$ cat src/sv/alrs_pkg.sv
`default_nettype none
package alrs_pkg;

    // field widths
    localparam int HOUR_W   = 5;
    localparam int MINUTE_W = 6;
    localparam int MS_W     = 32;
    localparam int SECS_W   = 12;
    localparam int LEVEL_W  = 8;
    localparam int CFG_IDX_W  = 3;
    localparam int CFG_DATA_W = 12;

    // seconds * 1000 fits in 22 bits for a 12-bit seconds value
    localparam int MS_PER_SEC   = 1000;
    localparam int MSEC_W       = 10;
    localparam int DIVISOR_W    = SECS_W + MSEC_W;
    // dividend is elapsed * 256
    localparam int DIVIDEND_W   = MS_W + LEVEL_W;
    localparam int DIV_STEPS    = DIVIDEND_W;
    localparam int CNT_W        = $clog2(DIV_STEPS);

    localparam logic [LEVEL_W-1:0] LEVEL_FULL = '1;
    localparam logic [LEVEL_W-1:0] LEVEL_OFF  = '0;

    // operation codes
    localparam logic OP_TICK = 1'b0;
    localparam logic OP_STOP = 1'b1;

    // configuration register indexes
    localparam logic [CFG_IDX_W-1:0] REG_WAKE_HOUR    = 3'd0;
    localparam logic [CFG_IDX_W-1:0] REG_WAKE_MINUTE  = 3'd1;
    localparam logic [CFG_IDX_W-1:0] REG_ALARM_ENABLE = 3'd2;
    localparam logic [CFG_IDX_W-1:0] REG_RISE_SECONDS = 3'd3;
    localparam logic [CFG_IDX_W-1:0] REG_HOLD_SECONDS = 3'd4;
    localparam logic [CFG_IDX_W-1:0] REG_FALL_SECONDS = 3'd5;

    typedef enum logic [2:0] {
        PH_WAIT_ALARM  = 3'd0,
        PH_RISE        = 3'd1,
        PH_HOLD        = 3'd2,
        PH_FALL        = 3'd3,
        PH_WAIT_MINUTE = 3'd4
    } t_phase;

    typedef enum logic [1:0] {
        S_IDLE   = 2'd0,
        S_DIV    = 2'd1,
        S_COMMIT = 2'd2
    } t_ctrl_state;

    typedef struct packed {
        logic load;
        logic div_step;
        logic commit;
    } t_dp_cmd;

    typedef struct packed {
        logic need_div;
        logic out_busy;
    } t_dp_status;

endpackage
`default_nettype wire

$ cat src/sv/alrs_ctrl.sv
`default_nettype none
module alrs_ctrl
    import alrs_pkg::*;
(
    input  wire logic       i_clk,
    input  wire logic       i_rst_n,
    input  wire logic       i_in_valid,
    output logic            o_in_ready,
    input  wire t_dp_status i_status,
    output t_dp_cmd         o_cmd
);

    t_ctrl_state      r_state, n_state;
    logic [CNT_W-1:0] r_count, n_count;

    always_ff @(posedge i_clk) begin
        if (!i_rst_n) begin
            r_state <= S_IDLE;
            r_count <= '0;
        end else begin
            r_state <= n_state;
            r_count <= n_count;
        end
    end

    // next state
    always_comb begin
        n_state = r_state;
        n_count = r_count;
        case (r_state)
            S_IDLE: begin
                n_count = '0;
                if (i_in_valid) begin
                    n_state = S_DIV;
                end
            end
            S_DIV: begin
                if (!i_status.need_div || r_count == CNT_W'(DIV_STEPS - 1)) begin
                    n_state = S_COMMIT;
                end else begin
                    n_count = r_count + CNT_W'(1);
                end
            end
            S_COMMIT: begin
                if (!i_status.out_busy) begin
                    n_state = S_IDLE;
                end
            end
            default: begin
                n_state = S_IDLE;
            end
        endcase
    end

    // outputs
    always_comb begin
        o_in_ready = 1'b0;
        o_cmd      = '0;
        case (r_state)
            S_IDLE: begin
                o_in_ready = 1'b1;
                o_cmd.load = i_in_valid;
            end
            S_DIV: begin
                o_cmd.div_step = i_status.need_div;
            end
            S_COMMIT: begin
                o_cmd.commit = !i_status.out_busy;
            end
            default: begin
                o_in_ready = 1'b0;
            end
        endcase
    end

`ifndef SYNTHESIS
    a_load_starts_div: assert property (@(posedge i_clk) disable iff (!i_rst_n)
        o_cmd.load |=> (r_state == S_DIV && r_count == '0))
        else $error("load did not start a fresh division");

    a_skip_div: assert property (@(posedge i_clk) disable iff (!i_rst_n)
        (r_state == S_DIV && !i_status.need_div) |=> r_state == S_COMMIT)
        else $error("non-ramp item did not go straight to commit");

    a_count_bound: assert property (@(posedge i_clk) disable iff (!i_rst_n)
        r_state == S_DIV |-> r_count < CNT_W'(DIV_STEPS))
        else $error("division step count out of range");
`endif

endmodule
`default_nettype wire

$ cat src/sv/alrs_datapath.sv
`default_nettype none
module alrs_datapath
    import alrs_pkg::*;
(
    input  wire logic                  i_clk,
    input  wire logic                  i_rst_n,
    input  wire t_dp_cmd               i_cmd,
    output t_dp_status                 o_status,
    input  wire logic                  i_cfg_we,
    input  wire logic [CFG_IDX_W-1:0]  i_cfg_index,
    input  wire logic [CFG_DATA_W-1:0] i_cfg_data,
    input  wire logic                  i_operation,
    input  wire logic [HOUR_W-1:0]     i_clock_hour,
    input  wire logic [MINUTE_W-1:0]   i_clock_minute,
    input  wire logic [MS_W-1:0]       i_now_ms,
    output logic                       o_out_valid,
    input  wire logic                  i_out_ready,
    output logic [LEVEL_W-1:0]         o_brightness
);

    // configuration
    logic [HOUR_W-1:0]   r_wake_hour;
    logic [MINUTE_W-1:0] r_wake_minute;
    logic                r_alarm_enable;
    logic [SECS_W-1:0]   r_rise_seconds;
    logic [SECS_W-1:0]   r_hold_seconds;
    logic [SECS_W-1:0]   r_fall_seconds;

    // sequencer state
    t_phase              r_phase, n_phase;
    logic [MS_W-1:0]     r_phase_start, n_phase_start;

    // captured item
    logic                r_op;
    logic [HOUR_W-1:0]   r_hour;
    logic [MINUTE_W-1:0] r_minute;
    logic [MS_W-1:0]     r_now;
    logic [MS_W-1:0]     r_elapsed;

    // divider
    logic [DIVIDEND_W-1:0] r_dvd;
    logic [DIVISOR_W-1:0]  r_divisor;
    logic [DIVISOR_W-1:0]  r_hold_lim;
    logic [DIVISOR_W-1:0]  r_rem;
    logic [LEVEL_W-1:0]    r_quot;
    logic                  r_sat;
    logic [DIVISOR_W:0]    rem_sh;
    logic                  rem_ge;

    // output
    logic                r_out_valid;
    logic [LEVEL_W-1:0]  r_brightness;

    logic [MS_W-1:0]     elapsed_now;
    logic [SECS_W-1:0]   ramp_secs;
    logic [LEVEL_W-1:0]  ratio;
    logic                ratio_full;
    logic                time_match;
    logic [LEVEL_W-1:0]  n_level;

    always_ff @(posedge i_clk) begin
        if (!i_rst_n) begin
            r_wake_hour    <= HOUR_W'(7);
            r_wake_minute  <= '0;
            r_alarm_enable <= 1'b0;
            r_rise_seconds <= SECS_W'(1800);
            r_hold_seconds <= SECS_W'(600);
            r_fall_seconds <= SECS_W'(60);
        end else if (i_cfg_we) begin
            case (i_cfg_index)
                REG_WAKE_HOUR:    r_wake_hour    <= i_cfg_data[HOUR_W-1:0];
                REG_WAKE_MINUTE:  r_wake_minute  <= i_cfg_data[MINUTE_W-1:0];
                REG_ALARM_ENABLE: r_alarm_enable <= i_cfg_data[0];
                REG_RISE_SECONDS: r_rise_seconds <= i_cfg_data[SECS_W-1:0];
                REG_HOLD_SECONDS: r_hold_seconds <= i_cfg_data[SECS_W-1:0];
                REG_FALL_SECONDS: r_fall_seconds <= i_cfg_data[SECS_W-1:0];
                default: ;
            endcase
        end
    end

    assign elapsed_now = i_now_ms - r_phase_start;
    assign ramp_secs   = (r_phase == PH_FALL) ? r_fall_seconds : r_rise_seconds;

    // restoring divide, one quotient bit a step
    assign rem_sh = {r_rem, r_dvd[DIVIDEND_W-1]};
    assign rem_ge = rem_sh >= {1'b0, r_divisor};

    always_ff @(posedge i_clk) begin
        if (i_cmd.load) begin
            r_op       <= i_operation;
            r_hour     <= i_clock_hour;
            r_minute   <= i_clock_minute;
            r_now      <= i_now_ms;
            r_elapsed  <= elapsed_now;
            r_dvd      <= {elapsed_now, LEVEL_W'(0)};
            r_divisor  <= DIVISOR_W'(ramp_secs) * DIVISOR_W'(MS_PER_SEC);
            r_hold_lim <= DIVISOR_W'(r_hold_seconds) * DIVISOR_W'(MS_PER_SEC);
            r_rem      <= '0;
            r_quot     <= '0;
            r_sat      <= 1'b0;
        end else if (i_cmd.div_step) begin
            r_dvd  <= {r_dvd[DIVIDEND_W-2:0], 1'b0};
            r_rem  <= rem_ge ? DIVISOR_W'(rem_sh - {1'b0, r_divisor})
                             : rem_sh[DIVISOR_W-1:0];
            r_quot <= {r_quot[LEVEL_W-2:0], rem_ge};
            r_sat  <= r_sat | r_quot[LEVEL_W-1];
        end
    end

    // zero duration gives an all-ones quotient, so it saturates at once
    assign ratio      = (r_sat || r_quot == LEVEL_FULL) ? LEVEL_FULL : r_quot;
    assign ratio_full = ratio == LEVEL_FULL;
    assign time_match = (r_hour == r_wake_hour) && (r_minute == r_wake_minute);

    always_comb begin
        n_phase       = r_phase;
        n_phase_start = r_phase_start;
        n_level       = LEVEL_OFF;
        if (r_op == OP_STOP) begin
            n_phase = PH_WAIT_MINUTE;
        end else begin
            case (r_phase)
                PH_RISE: begin
                    n_level = ratio;
                    if (ratio_full) begin
                        n_phase       = PH_HOLD;
                        n_phase_start = r_now;
                    end
                end
                PH_HOLD: begin
                    n_level = LEVEL_FULL;
                    if (r_elapsed > MS_W'(r_hold_lim)) begin
                        n_phase       = PH_FALL;
                        n_phase_start = r_now;
                    end
                end
                PH_FALL: begin
                    n_level = LEVEL_FULL - ratio;
                    if (ratio_full) begin
                        n_phase       = PH_WAIT_MINUTE;
                        n_phase_start = r_now;
                    end
                end
                PH_WAIT_MINUTE: begin
                    if (!time_match) begin
                        n_phase = PH_WAIT_ALARM;
                    end
                end
                default: begin
                    if (time_match && r_alarm_enable) begin
                        n_phase       = PH_RISE;
                        n_phase_start = r_now;
                    end else begin
                        n_phase = PH_WAIT_ALARM;
                    end
                end
            endcase
        end
    end

    always_ff @(posedge i_clk) begin
        if (!i_rst_n) begin
            r_phase       <= PH_WAIT_ALARM;
            r_phase_start <= '0;
            r_out_valid   <= 1'b0;
        end else begin
            if (i_cmd.commit) begin
                r_phase       <= n_phase;
                r_phase_start <= n_phase_start;
            end
            if (i_cmd.commit && r_op == OP_TICK) begin
                r_out_valid <= 1'b1;
            end else if (i_out_ready) begin
                r_out_valid <= 1'b0;
            end
        end
    end

    always_ff @(posedge i_clk) begin
        if (i_cmd.commit && r_op == OP_TICK) begin
            r_brightness <= n_level;
        end
    end

    assign o_status.need_div = (r_op == OP_TICK) && (r_phase == PH_RISE || r_phase == PH_FALL);
    assign o_status.out_busy = r_out_valid && !i_out_ready;
    assign o_out_valid       = r_out_valid;
    assign o_brightness      = r_brightness;

`ifndef SYNTHESIS
    a_tick_gives_item: assert property (@(posedge i_clk) disable iff (!i_rst_n)
        (i_cmd.commit && r_op == OP_TICK) |=> o_out_valid)
        else $error("tick commit gave no item");

    a_stop_to_minute_wait: assert property (@(posedge i_clk) disable iff (!i_rst_n)
        (i_cmd.commit && r_op == OP_STOP) |=> r_phase == PH_WAIT_MINUTE)
        else $error("stop did not move to minute wait");

    a_hold_exits_forward: assert property (@(posedge i_clk) disable iff (!i_rst_n)
        (i_cmd.commit && r_op == OP_TICK && r_phase == PH_HOLD)
            |=> (r_phase == PH_HOLD || r_phase == PH_FALL))
        else $error("hold phase left to an unexpected phase");
`endif

endmodule
`default_nettype wire

$ cat src/sv/alarm_light_ramp_sequencer_core.sv
`default_nettype none
// alarm light ramp sequencer: each tick item (hour, minute, millisecond
// timestamp) yields one brightness item 0..255, a stop item yields none and
// sends the sequencer to the minute-change wait. phases run wait for alarm,
// ramp up, hold at full, ramp down, wait for the minute to change. the ramp
// level is elapsed_ms * 256 / (seconds * 1000), saturated at 255, worked out
// by a bit-serial restoring divider that retires one quotient bit a cycle
// over the 40-bit dividend. a ramp tick runs through load, 40 divide steps
// and commit; a tick in any other phase and a stop skip the divide steps.
// the commit cycle stretches for as long as the output register still holds
// a result that has not been taken. one item is in work at a time; the next
// item is accepted as soon as the previous one is committed, even while its
// result still sits in the output register. configuration writes take effect
// at once and are meant for idle periods only.
module alarm_light_ramp_sequencer_core
    import alrs_pkg::*;
(
    input  wire logic                  i_clk,
    input  wire logic                  i_rst_n,
    // configuration write port
    input  wire logic                  i_cfg_we,
    input  wire logic [CFG_IDX_W-1:0]  i_cfg_index,
    input  wire logic [CFG_DATA_W-1:0] i_cfg_data,
    // input items
    input  wire logic                  i_in_valid,
    output logic                       o_in_ready,
    input  wire logic                  i_operation,
    input  wire logic [HOUR_W-1:0]     i_clock_hour,
    input  wire logic [MINUTE_W-1:0]   i_clock_minute,
    input  wire logic [MS_W-1:0]       i_now_ms,
    // result items
    output logic                       o_out_valid,
    input  wire logic                  i_out_ready,
    output logic [LEVEL_W-1:0]         o_brightness
);

    // command and status between sequencing control and datapath
    t_dp_cmd    dp_cmd;
    t_dp_status dp_status;

    // controller: load, divide steps, commit (waits for a free output register)
    alrs_ctrl u_ctrl (
        .i_clk      (i_clk),
        .i_rst_n    (i_rst_n),
        .i_in_valid (i_in_valid),
        .o_in_ready (o_in_ready),
        .i_status   (dp_status),
        .o_cmd      (dp_cmd)
    );

    // datapath: config registers, phase state, divider, output register
    alrs_datapath u_datapath (
        .i_clk          (i_clk),
        .i_rst_n        (i_rst_n),
        .i_cmd          (dp_cmd),
        .o_status       (dp_status),
        .i_cfg_we       (i_cfg_we),
        .i_cfg_index    (i_cfg_index),
        .i_cfg_data     (i_cfg_data),
        .i_operation    (i_operation),
        .i_clock_hour   (i_clock_hour),
        .i_clock_minute (i_clock_minute),
        .i_now_ms       (i_now_ms),
        .o_out_valid    (o_out_valid),
        .i_out_ready    (i_out_ready),
        .o_brightness   (o_brightness)
    );

endmodule
`default_nettype wire
$ cat config.mk
export PLATFORM = sky130hd
export DESIGN_NAME = alarm_light_ramp_sequencer_core
export DESIGN_NICKNAME = d
export VERILOG_FILES = /design/src/sv/alrs_pkg.sv /design/src/sv/alrs_ctrl.sv /design/src/sv/alrs_datapath.sv /design/src/sv/alarm_light_ramp_sequencer_core.sv
export SDC_FILE = /design/constraint.sdc
export NUM_CORES = 1
export LEC_CHECK = 0
export BUFFER_PORTS_ARGS = -buffer_cell sky130_fd_sc_hd__buf_4
export CORE_MARGIN = 2
export CORE_UTILIZATION = 35
export CTS_BUF_LIST = sky130_fd_sc_hd__clkbuf_4
export CTS_CLUSTER_DIAMETER = 80
export CTS_CLUSTER_SIZE = 14
export DETAILED_ROUTE_END_ITERATION = 10
export PLACE_DENSITY = 0.5
export SLEW_MARGIN = 10
export SYNTH_ARGS = -nofsm -noshare
export SYNTH_HDL_FRONTEND = slang
export SYNTH_HIERARCHICAL = 1
export SYNTH_SLANG_ARGS = --single-unit
$ cat constraint.sdc
create_clock -name i_clk -period 16.2 [get_ports i_clk]
set_input_delay 0.81 -clock i_clk [delete_from_list [all_inputs] [get_ports i_clk]]
set_output_delay 0.81 -clock i_clk [all_outputs]
set_load 0.02 [all_outputs]
; ---- After elaboration in Yosys (flattened, before gate mapping)
; Cells that the tools add are included.
[totals]
ff_bits = 277
inputBits = 64
out_inout_bits = 10
wordCells = 117
[classes]
addsub = 4
multipliers = 2
magnitude_cmp = 2
eq_ne = 26
mux = 29
bitwise = 3
n_reduce_logical = 28
[ops]
columns = cell, n
row1 = 32-bit two-way mux, 3
row2 = 32-bit case mux with 3 select lines, 1
row3 = 40-bit two-way mux, 2
row4 = 12-bit by 7-bit multiplier with 19-bit output (second input constant), 2
row5 = 32-bit by 22-bit > comparator with 1-bit output, 1
row6 = 32-bit subtractor, 1
row7 = 8-bit case mux with 3 select lines, 1
row8 = 23-bit by 22-bit greater-or-equal comparator with 1-bit output, 1
row9 = 22-bit two-way mux, 1
row10 = 22-bit subtractor, 1
row11 = 8-bit == test (second input constant), 2
row12 = 3-bit two-way mux, 5
row13 = 2-bit AND reduction, 7
row14 = 3-bit by 2-bit == test with 1-bit output (second input constant), 4
row15 = 12-bit two-way mux, 1
row16 = 3-bit case mux with 4 select lines, 1
row17 = 6-bit case mux with 2 select lines, 1
row18 = 3-bit == test (second input constant), 3
row19 = 3-bit by 1-bit inequality test with 1-bit output (second input constant), 3
row20 = 8-bit two-way mux, 1
row21 = 8-bit subtractor (first input constant), 1
row22 = 1-bit two-way mux, 7
row23 = 6-bit by 1-bit adder with 6-bit output (second input constant), 1
row24 = 3-bit by 1-bit == test with 1-bit output (second input constant), 2
row25 = other kinds (24), 41

; ---- Longest topological paths before layout
[depth]
depth_word = 7
mapped_depth = 21
ltp_nobuf = 20

; ---- Hierarchy
; The synthesis kept the hierarchy.
[modules_own_cells]
columns = mod, n_inst, cells_per_inst, area_each_um2, seq_area_each_um2
row1 = alrs_datapath, 1, 1677, 17100.2, 6926.6
row2 = alrs_ctrl, 1, 50, 435.4, 160.2

; ---- Worst setup path after synthesis
; OpenSTA, ideal clock, no wires.
[synth_path]
path_type = flip-flop to flip-flop
from = reg u_datapath.r_phase[2]
to = reg u_datapath.r_divisor[21] (data pin)
setup_time_ns = 0.259
arrival_ns = 5.230
t_required_ns = 15.941
slack_ns = 10.711
path_stages_with_launch = 19
n_path_buf = 1
synth_period_minus_slack_ns = 5.489
cell_sequence = dfxtp_1 -> nor2_1 -> nand2_1 -> buf_1 -> mux2i_1 -> inv_1 -> fa_1 -> inv_1 -> fa_1 -> inv_1 -> fa_1 -> fa_1 -> ha_1 -> or3_1 -> o21ai_0 -> a21oi_1 -> a211oi_1 -> a21oi_1 -> xnor2_1
[synth_via]
elab_chain_len = 3
[synth_rtl]
columns = item, line_no
row1 = start: declaration, alrs_datapath.sv:30  ; t_phase r_phase, n_phase;
row2 = start signal: assignment, alrs_datapath.sv:169  ; r_phase <= n_phase;
row3 = 3-bit by 2-bit == test with 1-bit output, alrs_datapath.sv:83  ; assign ramp_secs = (r_phase == PH_FALL) ? r_fall_seconds : r_rise_seconds;
row4 = 12-bit two-way mux, alrs_datapath.sv:83
row5 = 12-bit by 7-bit multiplier with 19-bit output, alrs_datapath.sv:97  ; r_divisor <= DIVISOR_W'(ramp_secs) * DIVISOR_W'(MS_PER_SEC);
row6 = end signal: assignment, alrs_datapath.sv:97
row7 = end: declaration, alrs_datapath.sv:42  ; logic [DIVISOR_W-1:0] r_divisor;
; No other way between the ends.
; A chain may end at the register's enable or synchronous reset.

; ---- Final worst setup path
[layout_path]
from = reg u_datapath.r_phase[1]
to = reg u_datapath.r_divisor[21] (data pin)
; Same word-level chain as after synthesis.

==> results.md <==
- Outcome: complete, no violations
- CORE AREA: ~0.050 sq mm
- CTS root buf: clkbuf_4
- Combinational family with the most area after synthesis: adder cells
- Max H-tree Level: 1
- Crit path max fanout: 16
- WL final: 37160 um
- Reg2reg path depth: 16
- Crit path arrival time: 6650 ps
- P_leak: 7.880 nW
- Number of cell rows: 82
- Resize count post-CTS: 0
- CTS tree: yes
- FFs w/ async S/R, synth: 0%
- Synthesis Warnings: 6
- Pin count of the biggest net entering global routing: 73
- Synth cell types: 81
- Crit share post-route: 37.67%
- Syn_nets: approximately 2000
- DRT antenna net count: 0
- R2R Path Start: u_datapath/r_phase[1]
- Post-route DRC: 0
- Initial Utilization: about a third
- EDFF count, synth: roughly 150
- Top-level I/O count: 74
- Die height: 227.8 um
- Die Area: 0.05191 sq mm
- Post-DR vias/cell: 4.847
- Worst slew pin tran: 1082 ps
- Slowest cell on crit path: dfxtp_1
- Sequential element share of the synthesized area: 40.41%
- Xor/xnor cell area share of the yosys netlist: under 10%
- Slew margin rel.: 27.45%
- Mux cell area share after synthesis: 6.058%
- Max Fclk: between 150 and 200 MHz
- Vias in the first global route: around 12000
- Initial antenna violation count: 1
- Initial DRC count: 628
- Drt wl/cell: about 15 um
- Clock transition at path regs: 160 ps
- Final-report max-slew violation count: 0
- Flops & latches, synth: 277
- Bufs and invs on worst path: 3
- Longest Clk Path Bufs: 3
- Final Hold Vio Count: 0
- Pwr Density: 87.04 mW/mm^2
- Ys flop type: edfxtp_1
- Post-Syn Instances: 1727
- Via count: ~12000
- Cell Chain, Critical Path: nand2_1 -> mux2i_1 -> inv_1 -> fa_1 -> inv_1 -> fa_1 -> inv_1 -> fa_1 -> fa_1 -> ha_1 -> or3_1 -> o21ai_0 -> a21oi_1 -> a211oi_1 -> a21oi_1 -> xnor2_1
- Delay-heaviest family, CP: adder cells
- Dpl hpwl: between 20000 and 30000 um
- First-pass GRT wire length: about 63000 um
- Hold wc startpoint: i_now_ms[3]
- Worst reg2reg setup slack: between 10000 and 15000 ps
- Minimum clock period: 6102 ps
- Layout Area Growth over Synthesis: 9.476%
- Complex-gate fraction of the synthesized area: a little over a tenth
- Unrepaired setup endpoints after global routing: no
- Die X: 227.8 um
- Syn Area/Cell: 10.15 sq um
- GRT Total Usage: 14.60%
- # Max-Cap Violations: 0
- GPL Wtd Cong: 0.8204
- Reg2reg end: u_datapath/r_divisor[21]
- CP required: 16750 ps
- Most frequent CP cell: fa_1
- Synth Area in Simple Gates: approximately an eighth
- Max IR drop VDD: 0.05884 mV
- Worst hold stages: 1
- Ratio of cells with drive above 1 in the final layout: about a tenth
- Clk Latency, worst-skew pair: 790 ps
- Synth Area in Adders: 19.96%
- Crit. End Element: flip-flop
- Post-route insts no fill: about 2500
- Setup Buffers After CTS: 0
- Hold WC Path Type: in -> reg
- Hold-fix buffer count after cts: 0
- Final setup viols: 0
- Critical Path Start Type: flip-flop
- Initial DRT Pass Iterations: 7
- Setup tns final: 0 ps
- Netlist Area Pre-Place: 0.01754 sq mm
- Port bufs: 73
- Layout Skew: 69.72 ps
- Final nets: between 2000 and 2500
- Post-placement cell count: 2427
- Biggest cell delay along the critical path: 750 ps
- Worst Hold Path EP: u_datapath/r_now[3]
- Num CTS Buffers: 27
- WS Path Type: reg -> reg
- CTS sink cnt: approximately 280
- Final Core Density: 38.58%
- GRT overflow: 0
==> registers in the layout, summed over array words and instances, names as in the netlist, 8 cells and up <==
| name | flops |
|---|---|
| u_datapath/r_dvd | 32 |
| u_datapath/r_divisor | 19 |
| u_datapath/r_rem | 22 |
| u_datapath/o_brightness | 8 |
| u_datapath/r_now | 32 |
| u_datapath/r_phase_start | 32 |
| u_datapath/r_hold_lim | 19 |
| u_datapath/r_elapsed | 32 |
| u_datapath/r_rise_seconds | 12 |
| u_datapath/r_fall_seconds | 12 |
| u_datapath/r_hold_seconds | 12 |
| u_datapath/r_quot | 8 |
==> worst register-to-register path: stages, from the launching register on <==
cell and delay [ps]:
dfxtp_1 750, nand2_1 620, mux2i_1 660, inv_1 210, fa_1 570, inv_1 50
fa_1 520, inv_1 60, fa_1 500, fa_1 500, ha_1 380, or3_1 320
o21ai_0 80, a21oi_1 80, a211oi_1 320, a21oi_1 130, xnor2_1 140
==> worst max-delay path by stage <==
stage                                from                        to  slack (ps)  depth (start not counted)
floorplan           u_datapath/r_phase[2]  u_datapath/r_divisor[21]       10710                         18
global placement    u_datapath/r_phase[1]  u_datapath/r_divisor[21]       10140                         16
detailed placement  u_datapath/r_phase[1]  u_datapath/r_divisor[21]       10030                         16
CTS                 u_datapath/r_phase[1]  u_datapath/r_divisor[21]       10040                         16
global route        u_datapath/r_phase[1]  u_datapath/r_divisor[21]        9630                         16
finish              u_datapath/r_phase[1]  u_datapath/r_divisor[21]       10100                         16
==> final cells by class <==
type / instances / area [sq um]
Sequential cell: 277 / 7087
Fill cell: 4982 / 30560
Timing Repair Buffer: 80 / 600.6
Tap cell: 672 / 840.8
Antenna cell: 1 / 2.502
Clock inverter: 10 / 128.9
Clock buffer: 40 / 300.3
Inverter: 211 / 797.0
Multi-Input combinational cell: 1187 / 9440
==> where the power goes <==
part | internal (mW) | switching (mW)
logic | 0.191 | 0.247
registers | 0.815 | 0.0179
clock network | 0.152 | 0.248
total | 1.16 | 0.513
==> placed cells by master, fill, tap and decap left out, types with 13 or more instances in the layout <==
cell type / instances
nor2b_1: 13
mux2_2: 25
edfxtp_1: 154
xnor2_1: 55
inv_1: 208
o21a_1: 13
a211oi_1: 24
buf_4: 80
mux2i_1: 78
nand4_1: 19
a21oi_1: 90
nor2_1: 113
clkbuf_4: 40
xor2_1: 33
nor3_1: 29
ha_1: 159
o21ai_0: 49
nand2_1: 189
nand3_1: 34
dfxtp_1: 123
a21o_1: 20
nand2b_1: 17
fa_1: 75
==> layer usage <==
metal | wire, um | global-route usage (%) | vias to the layer above
li1 | - | - | 6095
met1 | 19000 | 21.16 | 5722
met2 | 16280 | 23.37 | 161
met3 | 1260 | 1.975 | 32
met4 | 613 | 2.796 | 0
met5 | 0 | 0 | -
==> Yosys cell counts (all sizes together) (13+ instances only) <==
library cell / number / area share (%)
a211oi: 26 / 1.2
nor2: 113 / 2.4
fa: 75 / 8.6
nand2: 189 / 4.0
ha: 159 / 11
o21a: 13 / 0.56
nor3: 30 / 0.86
nand4: 19 / 0.68
xnor2: 55 / 2.7
xor2: 33 / 1.6
dfxtp: 123 / 14
a21o: 21 / 0.91
nand3: 34 / 0.97
inv: 210 / 4.5
mux2: 25 / 1.6
o21ai: 51 / 1.5
mux2i: 78 / 4.5
clkbuf: 41 / 0.88
edfxtp: 154 / 26
a21oi: 90 / 2.6
nand2b: 17 / 0.61
nor2b: 13 / 0.46
==> cells by family after synthesis <==
| family | after synthesis |
|---|---|
| multiplexers | 103 |
| AND/OR/NAND/NOR | 473 |
| XOR/XNOR | 88 |
| adder cells (fa/ha/maj) | 235 |
| buffers and inverters | 263 |
| flip-flops | 277 |
| AO/OA/AOI/OAI | 288 |
==> stage by stage <==
| step | hold WS, ps | total power, mW | area (sq um) | setup WS, ps |
|---|---|---|---|---|
| 3_5_place_dp | 448.7 | 1.288 | 18770 | 10030 |
| 4_1_cts | 99.81 | 1.702 | 19190 | 10040 |
| 6_report | 200.1 | 1.671 | 19200 | 10100 |
| 3_3_place_gp | 443.4 | 1.282 | 18770 | 10140 |
| 5_1_grt | 100.5 | 1.798 | 19200 | 9626 |
| 2_1_floorplan | 434.7 | 1.182 | 17540 | 10710 |
Note: power is estimated with default switching activity, not from simulation.
